## src/rtl/arpc_pkg.sv

```systemverilog
// Shared types, sizes and codes for the ARP cache table.
// Used by arpc_scan and arp_cache_table; depends on nothing.
package arpc_pkg;

    localparam int TABLE_DEPTH = 16;
    localparam int IDX_W       = $clog2(TABLE_DEPTH);
    localparam int IP_W        = 32;
    localparam int MAC_W       = 48;
    localparam int SLOT_W      = 4;
    localparam int ENTRY_W     = IP_W + MAC_W;

    typedef enum logic {
        OP_LOOKUP = 1'b0,
        OP_ADD    = 1'b1
    } t_op;

    typedef enum logic [1:0] {
        OUT_UPDATED   = 2'd0,
        OUT_FILLED    = 2'd1,
        OUT_OVERWROTE = 2'd2
    } t_outcome;

    typedef enum logic {
        ST_IDLE,
        ST_SCAN
    } t_state;

    typedef struct packed {
        logic              done;
        logic              hit;
        logic [MAC_W-1:0]  found_mac;
        logic [SLOT_W-1:0] slot;
        t_outcome          outcome;
    } t_result;

    typedef struct packed {
        logic [IDX_W-1:0]   rd_addr;
        logic               wr_en;
        logic [IDX_W-1:0]   wr_addr;
        logic [ENTRY_W-1:0] wr_data;
    } t_mem_req;

    // Entry index as reported on the slot port: low bits, zero-extended if narrow.
    function automatic logic [SLOT_W-1:0] to_slot(input logic [IDX_W-1:0] idx);
        logic [31:0] wide;
        wide = 32'(idx);
        return wide[SLOT_W-1:0];
    endfunction

endpackage

```

## src/rtl/arpc_ram.sv

```systemverilog
// Generic single-port-write, single-port-read RAM with registered read data.
// No dependencies.
module arpc_ram #(
    parameter int DEPTH = 16,
    parameter int WIDTH = 80
) (
    input  logic                     i_clk,
    input  logic                     i_wr_en,
    input  logic [$clog2(DEPTH)-1:0] i_wr_addr,
    input  logic [WIDTH-1:0]         i_wr_data,
    input  logic [$clog2(DEPTH)-1:0] i_rd_addr,
    output logic [WIDTH-1:0]         o_rd_data
);

    logic [WIDTH-1:0] mem [DEPTH];
    logic [WIDTH-1:0] r_rd_data;

    always_ff @(posedge i_clk) begin
        if (i_wr_en) begin
            mem[i_wr_addr] <= i_wr_data;
        end
    end

    always_ff @(posedge i_clk) begin
        r_rd_data <= mem[i_rd_addr];
    end

    assign o_rd_data = r_rd_data;

endmodule

```

## src/rtl/arpc_scan.sv

```systemverilog
// Request sequencer: walks the entry RAM one entry per cycle, tracks the valid
// bits, decides hit, update, fill or overwrite, and issues the write-back. Uses arpc_pkg.
module arpc_scan import arpc_pkg::*; (
    input  logic               i_clk,
    input  logic               i_rst_n,
    input  logic               i_accept,
    input  logic               i_operation,
    input  logic [IP_W-1:0]    i_ip_address,
    input  logic [MAC_W-1:0]   i_mac_address,
    input  logic [ENTRY_W-1:0] i_rd_data,
    output logic               o_busy,
    output t_mem_req           o_mem,
    output t_result            o_result
);

    t_state               r_state, n_state;
    logic [IDX_W-1:0]     r_idx, n_idx;
    logic [IDX_W-1:0]     r_free_idx, n_free_idx;
    logic                 r_free_found, n_free_found;
    t_op                  r_op;
    logic [IP_W-1:0]      r_ip;
    logic [MAC_W-1:0]     r_mac;
    logic [TABLE_DEPTH-1:0] r_valid;

    logic [IP_W-1:0]  ent_ip;
    logic [MAC_W-1:0] ent_mac;
    logic             is_match;
    logic             is_last;
    logic             decide;
    logic             free_now;
    logic [IDX_W-1:0] free_idx_now;
    logic             valid_set;
    logic [IDX_W-1:0] valid_idx;

    assign ent_ip       = i_rd_data[ENTRY_W-1:MAC_W];
    assign ent_mac      = i_rd_data[MAC_W-1:0];
    assign is_match     = r_valid[r_idx] && (ent_ip == r_ip);
    assign is_last      = (r_idx == IDX_W'(TABLE_DEPTH - 1));
    assign decide       = (r_state == ST_SCAN) && (is_match || is_last);
    assign free_now     = r_free_found || !r_valid[r_idx];
    assign free_idx_now = r_free_found ? r_free_idx : r_idx;

    // Next state
    always_comb begin
        n_state = r_state;
        case (r_state)
            ST_IDLE: begin
                if (i_accept) begin
                    n_state = ST_SCAN;
                end
            end
            ST_SCAN: begin
                if (decide) begin
                    n_state = ST_IDLE;
                end
            end
            default: n_state = ST_IDLE;
        endcase
    end

    // Walk counter and first free entry seen so far
    always_comb begin
        n_idx        = r_idx;
        n_free_idx   = r_free_idx;
        n_free_found = r_free_found;
        if (r_state == ST_IDLE) begin
            n_idx        = '0;
            n_free_found = 1'b0;
        end else if (!decide) begin
            n_idx = r_idx + IDX_W'(1);
            if (!r_valid[r_idx] && !r_free_found) begin
                n_free_found = 1'b1;
                n_free_idx   = r_idx;
            end
        end
    end

    // Outputs: RAM access, valid update, result
    always_comb begin
        o_busy        = (r_state != ST_IDLE);
        o_mem.rd_addr = (r_state == ST_IDLE) ? '0 : r_idx + IDX_W'(1);
        o_mem.wr_en   = 1'b0;
        o_mem.wr_addr = r_idx;
        o_mem.wr_data = {r_ip, r_mac};
        valid_set     = 1'b0;
        valid_idx     = free_idx_now;
        o_result      = '{done: 1'b0, hit: 1'b0, found_mac: '0, slot: '0,
                          outcome: OUT_UPDATED};
        if (decide) begin
            o_result.done = 1'b1;
            o_result.hit  = is_match;
            if (r_op == OP_LOOKUP) begin
                if (is_match) begin
                    o_result.found_mac = ent_mac;
                    o_result.slot      = to_slot(r_idx);
                end
            end else if (is_match) begin
                o_mem.wr_en      = 1'b1;
                o_result.slot    = to_slot(r_idx);
                o_result.outcome = OUT_UPDATED;
            end else if (free_now) begin
                o_mem.wr_en      = 1'b1;
                o_mem.wr_addr    = free_idx_now;
                valid_set        = 1'b1;
                o_result.slot    = to_slot(free_idx_now);
                o_result.outcome = OUT_FILLED;
            end else begin
                o_mem.wr_en      = 1'b1;
                o_mem.wr_addr    = '0;
                o_result.outcome = OUT_OVERWROTE;
            end
        end
    end

    always_ff @(posedge i_clk) begin
        if (!i_rst_n) begin
            r_state      <= ST_IDLE;
            r_idx        <= '0;
            r_free_idx   <= '0;
            r_free_found <= 1'b0;
            r_valid      <= '0;
        end else begin
            r_state      <= n_state;
            r_idx        <= n_idx;
            r_free_idx   <= n_free_idx;
            r_free_found <= n_free_found;
            if (valid_set) begin
                r_valid[valid_idx] <= 1'b1;
            end
        end
    end

    // Hold the request for the whole walk
    always_ff @(posedge i_clk) begin
        if (i_accept) begin
            r_op  <= t_op'(i_operation);
            r_ip  <= i_ip_address;
            r_mac <= i_mac_address;
        end
    end

endmodule

```

## src/rtl/arp_cache_table.sv

```systemverilog
// Top level of the ARP cache table: entry RAM, request sequencer, result register.
// Depends on arpc_pkg, arpc_ram and arpc_scan.
//
//  channel   | handshake                 | payload
//  ----------+---------------------------+------------------------------------------
//  request   | start, busy (in: !busy)   | i_operation, i_ip_address, i_mac_address
//  result    | o_done (one-cycle strobe) | o_hit, o_found_mac, o_slot, o_add_outcome
//
// A request is taken when start is high and busy is low; the entry RAM is then
// read one entry per cycle from entry 0 until the first valid match or the last entry.
// Busy stays high for the whole walk, as the single RAM read port reads the entries in
// turn. The result strobe comes in the cycle after the last walk cycle, with busy already
// low, so the next request can be taken then; no new request is taken during a walk.
// Reset (synchronous, active low) marks all entries invalid at once; results cannot be stalled.
module arp_cache_table import arpc_pkg::*; (
    input  logic              i_clk,
    input  logic              i_rst_n,
    input  logic              start,
    output logic              busy,
    input  logic              i_operation,
    input  logic [IP_W-1:0]   i_ip_address,
    input  logic [MAC_W-1:0]  i_mac_address,
    output logic              o_done,
    output logic              o_hit,
    output logic [MAC_W-1:0]  o_found_mac,
    output logic [SLOT_W-1:0] o_slot,
    output logic [1:0]        o_add_outcome
);

    logic               accept;
    logic [ENTRY_W-1:0] rd_data;
    t_mem_req           mem_req;
    t_result            result;

    logic              r_done;
    logic              r_hit;
    logic [MAC_W-1:0]  r_found_mac;
    logic [SLOT_W-1:0] r_slot;
    t_outcome          r_outcome;

    assign accept = start && !busy;

    arpc_ram #(
        .DEPTH (TABLE_DEPTH),
        .WIDTH (ENTRY_W)
    ) u_ram (
        .i_clk     (i_clk),
        .i_wr_en   (mem_req.wr_en),
        .i_wr_addr (mem_req.wr_addr),
        .i_wr_data (mem_req.wr_data),
        .i_rd_addr (mem_req.rd_addr),
        .o_rd_data (rd_data)
    );

    arpc_scan u_scan (
        .i_clk         (i_clk),
        .i_rst_n       (i_rst_n),
        .i_accept      (accept),
        .i_operation   (i_operation),
        .i_ip_address  (i_ip_address),
        .i_mac_address (i_mac_address),
        .i_rd_data     (rd_data),
        .o_busy        (busy),
        .o_mem         (mem_req),
        .o_result      (result)
    );

    always_ff @(posedge i_clk) begin
        if (!i_rst_n) begin
            r_done <= 1'b0;
        end else begin
            r_done <= result.done;
        end
    end

    always_ff @(posedge i_clk) begin
        if (result.done) begin
            r_hit       <= result.hit;
            r_found_mac <= result.found_mac;
            r_slot      <= result.slot;
            r_outcome   <= result.outcome;
        end
    end

    assign o_done        = r_done;
    assign o_hit         = r_hit;
    assign o_found_mac   = r_found_mac;
    assign o_slot        = r_slot;
    assign o_add_outcome = r_outcome;

    a_done_idle: assert property (@(posedge i_clk) disable iff (!i_rst_n)
        o_done |-> !busy)
        else $error("result strobe while a request is in progress");

    a_accept_busy: assert property (@(posedge i_clk) disable iff (!i_rst_n)
        accept |=> busy)
        else $error("accepted request did not start a table walk");

    a_miss_no_mac: assert property (@(posedge i_clk) disable iff (!i_rst_n)
        (o_done && !o_hit) |-> (o_found_mac == '0))
        else $error("MAC reported without a hit");

    a_hit_outcome: assert property (@(posedge i_clk) disable iff (!i_rst_n)
        (o_done && o_hit) |-> (o_add_outcome == OUT_UPDATED))
        else $error("hit reported with a fill or overwrite outcome");

endmodule
```

## config.mk

```make
export PLATFORM = sky130hd
export DESIGN_NAME = arp_cache_table
export DESIGN_NICKNAME = d
export VERILOG_FILES = /design/src/rtl/arpc_pkg.sv /design/src/rtl/arpc_ram.sv /design/src/rtl/arpc_scan.sv /design/src/rtl/arp_cache_table.sv
export SDC_FILE = /design/constraint.sdc
export NUM_CORES = 2
export LEC_CHECK = 0
export BUFFER_PORTS_ARGS = -buffer_cell sky130_fd_sc_hd__buf_2
export CAP_MARGIN = 15
export CORE_MARGIN = 2
export CORE_UTILIZATION = 62
export CTS_CLUSTER_SIZE = 28
export DETAILED_ROUTE_END_ITERATION = 7
export GPL_TIMING_DRIVEN = 1
export PLACE_DENSITY = 0.87
export SYNTH_ARGS = -nofsm -noshare
export SYNTH_HDL_FRONTEND = slang
export SYNTH_SLANG_ARGS = --single-unit
```

## constraint.sdc

```tcl
create_clock -name i_clk -period 12.9 [get_ports i_clk]
set_input_delay 2.58 -clock i_clk [delete_from_list [all_inputs] [get_ports i_clk]]
set_output_delay 2.58 -clock i_clk [all_outputs]
set_load 0.02 [all_outputs]
```

==> impl_metrics.json <==
{
  "cts_num_sinks": 1523,
  "crit_family": "simple AND/OR/NAND/NOR gates",
  "port_buffers": 140,
  "path_class": "reg2reg",
  "slowest_stage": "buf_4",
  "setup_violations": 0,
  "worstPathMaxFanout": 43,
  "wl_mm": 133.0,
  "clk_latency_ps": 760,
  "holdCritStartpoint": "u_scan.r_valid[6]",
  "drive_gt1_frac": 0.1439,
  "avgRoutedWirePerCell_um": 27.48,
  "cp.depth": 9,
  "dr.first_iter.drc_count": 4034,
  "p_leak_nw": 21.23,
  "status": "completed",
  "fillCellCount": 5309,
  "syn_inst": 3334,
  "hpwl_mm": 64.58,
  "crit_start": "u_scan.r_ip[20]",
  "cts_root_buf": "clkbuf_16",
  "reg2reg_from": "u_scan.r_ip[20]",
  "area_growth_pct": 11.48,
  "drc": 0,
  "clk_pin_slew_ps": 60,
  "synth_nets": 3419,
  "setup_tns_ps": 0,
  "drv_cap": 0,
  "syn_area_per_cell_um2": 17.38,
  "gp_congestion": 0.8187,
  "async_flop_share": 0,
  "grt_pass1_vias": 32270,
  "track_usage": 0.2787,
  "power_density_mw_per_mm2": 154.4,
  "cp-end-kind": "flip-flop",
  "rr_worst_depth": 9,
  "synth.distinct_cells": 57,
  "slew_headroom": 0.1933,
  "multi_input_area_mm2": 0.01257,
  "core_area_mm2": 0.09291,
  "num_rows": 112,
  "antenna_found_initial": 12,
  "timing.final.crit_share": 0.4460,
  "die_h_um": 309.7,
  "yosys_warnings": 0,
  "cts_tree": "built",
  "initial_utilization": 0.6237,
  "synthesis.area_mm2": 0.05794,
  "detail-route-antenna-nets": 0,
  "num_io_pins": 141,
  "drv_slew": 0,
  "vdd_drop_max_mv": 0.1881,
  "cts_hold_buf": 0,
  "cpMostUsedCell": "buf_4",
  "yosysSeqAreaShare": 0.7708,
  "max_freq_ghz": 0.1738,
  "crit_chain": "xor2_1 > nor4_1 > nand4_1 > nor3_1 > o31a_1 > o21ai_1 > nor4_2 > buf_4 > buf_4",
  "grt_overflow": 0,
  "rsz0062_at_grt": "no",
  "viasPerCell": 6.617,
  "htree_num_levels": 4,
  "cts_setup_buffers": 0,
  "synth_ff_type": "edfxtp_1",
  "max_stage_delay_ps": 760,
  "vias": 32040,
  "numCtsBuffers": 146,
  "seqCellArea_mm2": 0.04467,
  "ys_ff_latch": 1523,
  "clock_path_buffers": 3,
  "die_width_um": 309.7,
  "synth_edf_count": 1416,
  "post_cts_resized": 0,
  "skew_ps": 30.06,
  "drt_pass1_iterations": 7,
  "hold_viol_final": 0,
  "final_nets": 3547,
  "arrival_ps": 6110,
  "placed_cell_area_mm2": 0.05996,
  "min_path_type": "reg2reg",
  "dieArea_mm2": 0.09592,
  "path_buf_inv": 2,
  "post-route-min-period_ps": 5753,
  "grt_start_max_net_pins": 170,
  "cp.required_ps": 13260,
  "grt_pass1_wl_mm": 197.4,
  "startpoint_type": "flip-flop",
  "hold_depth": 1,
  "final_area_mm2": 0.06459,
  "tightest_slew_ps": 1210
}
-- worst paths after layout --
kind / slack [ps] / to
worst max-delay path: 7150 / u_ram.mem[9][45]
worst min-delay path: 470 / u_scan.r_valid[6]
worst max register to register: 7150 / u_ram.mem[9][45]
worst min register to register: 470 / u_scan.r_valid[6]
-- power by group --
group	leakage [nW]	internal (mW)	total, mW	switching [mW]
registers	13.6	5.44	5.52	0.0817
clock network	2.25	2.33	4.11	1.79
logic	5.42	0.127	0.334	0.207
total	21.2	7.90	9.97	2.07
-- cell type report --
cell class | count | area share
flip-flops and latches | 1523 | 0.6915
well taps | 1254 | 0.02429
diodes | 8 | 0.0003099
clock buffers | 201 | 0.06276
multi-input cells | 1591 | 0.1946
inverters | 10 | 0.0005811
clock inverters | 65 | 0.008523
repair buffers | 190 | 0.01743
-- through the flow --
step,instances,total power [mW],utilization,hold slack [ps],worst slack [ps]
5_1_grt,4838,10.21,0.6951,483.9,6847
2_1_floorplan,3334,5.822,-,436.6,2394
4_1_cts,4833,9.994,0.6949,467.7,7356
3_3_place_gp,4567,5.932,0.6454,442.0,7484
3_5_place_dp,4567,5.949,0.6454,454.1,7438
6_report,4842,9.971,0.6952,468.6,7147
-- state kept, by name (all words and copies together) (netlist names) --
name / count
u_ram.mem: 1280
u_ram.o_rd_data: 80
o_found_mac: 48
u_scan.r_mac: 48
u_scan.r_ip: 32
u_scan.r_valid: 16
o_slot: 4
u_scan.r_free_idx: 4
u_scan.r_idx: 4
o_add_outcome: 2
o_done: 1
o_hit: 1
u_scan.o_busy: 1
u_scan.r_free_found: 1
u_scan.r_op: 1
-- routing by layer --
layer	vias to the layer above	part of all wire	global-route usage
met1	16010	0.36	0.3559
met5	-	0.000053	0
li1	13450	-	-
met4	2	0.046	0.1374
met2	2156	0.50	0.4664
met3	431	0.095	0.04864
-- logic make-up (layout without fill, tap and decap cells) --
family / after synthesis / in the layout / synth area share
fa+ha+maj: 1 / 1 / 0.0002159
other cells: 0 / 8 / 0
mux: 411 / 411 / 0.08987
buf+inv: 220 / 466 / 0.01531
flops: 1523 / 1523 / 0.7708
xor+xnor: 35 / 35 / 0.005290
simple gates: 607 / 607 / 0.05118
compound gates: 537 / 537 / 0.06735
-- cell usage in the layout (no fill, tap or decap), types with 19 or more instances in the layout --
master     count
and2_1        51
clkbuf_16    149
clkinv_2      19
nand2_1      324
a21oi_1       84
clkinv_1      27
buf_4         46
a311oi_1      80
edfxtp_1    1416
dfxtp_1      106
clkbuf_1      39
xor2_1        32
nor2b_1      164
buf_2        140
a211oi_1     237
a31oi_1       84
mux4_2        86
mux2i_1      323
-- synth_stat cells, types with 7 or more instances --
library cell	n	area (µm²)
nor4_1	12	75.07
buf_2	40	200.2
nor2b_1	165	1032
clkbuf_1	148	555.5
nand2_1	327	1227
nor2_1	23	86.33
a31oi_1	84	525.5
inv_1	7	26.28
nor3_1	8	40.04
a32o_1	18	180.2
mux4_2	86	1937
dfxtp_1	107	2142
buf_1	20	75.07
xor2_1	32	280.3
edfxtp_1	1416	42520
a21oi_1	84	420.4
and2_1	51	319.1
a211oi_1	237	1779
a311oi_1	80	700.7
mux2i_1	323	3233
Note: power is estimated with default switching activity, not from simulation.
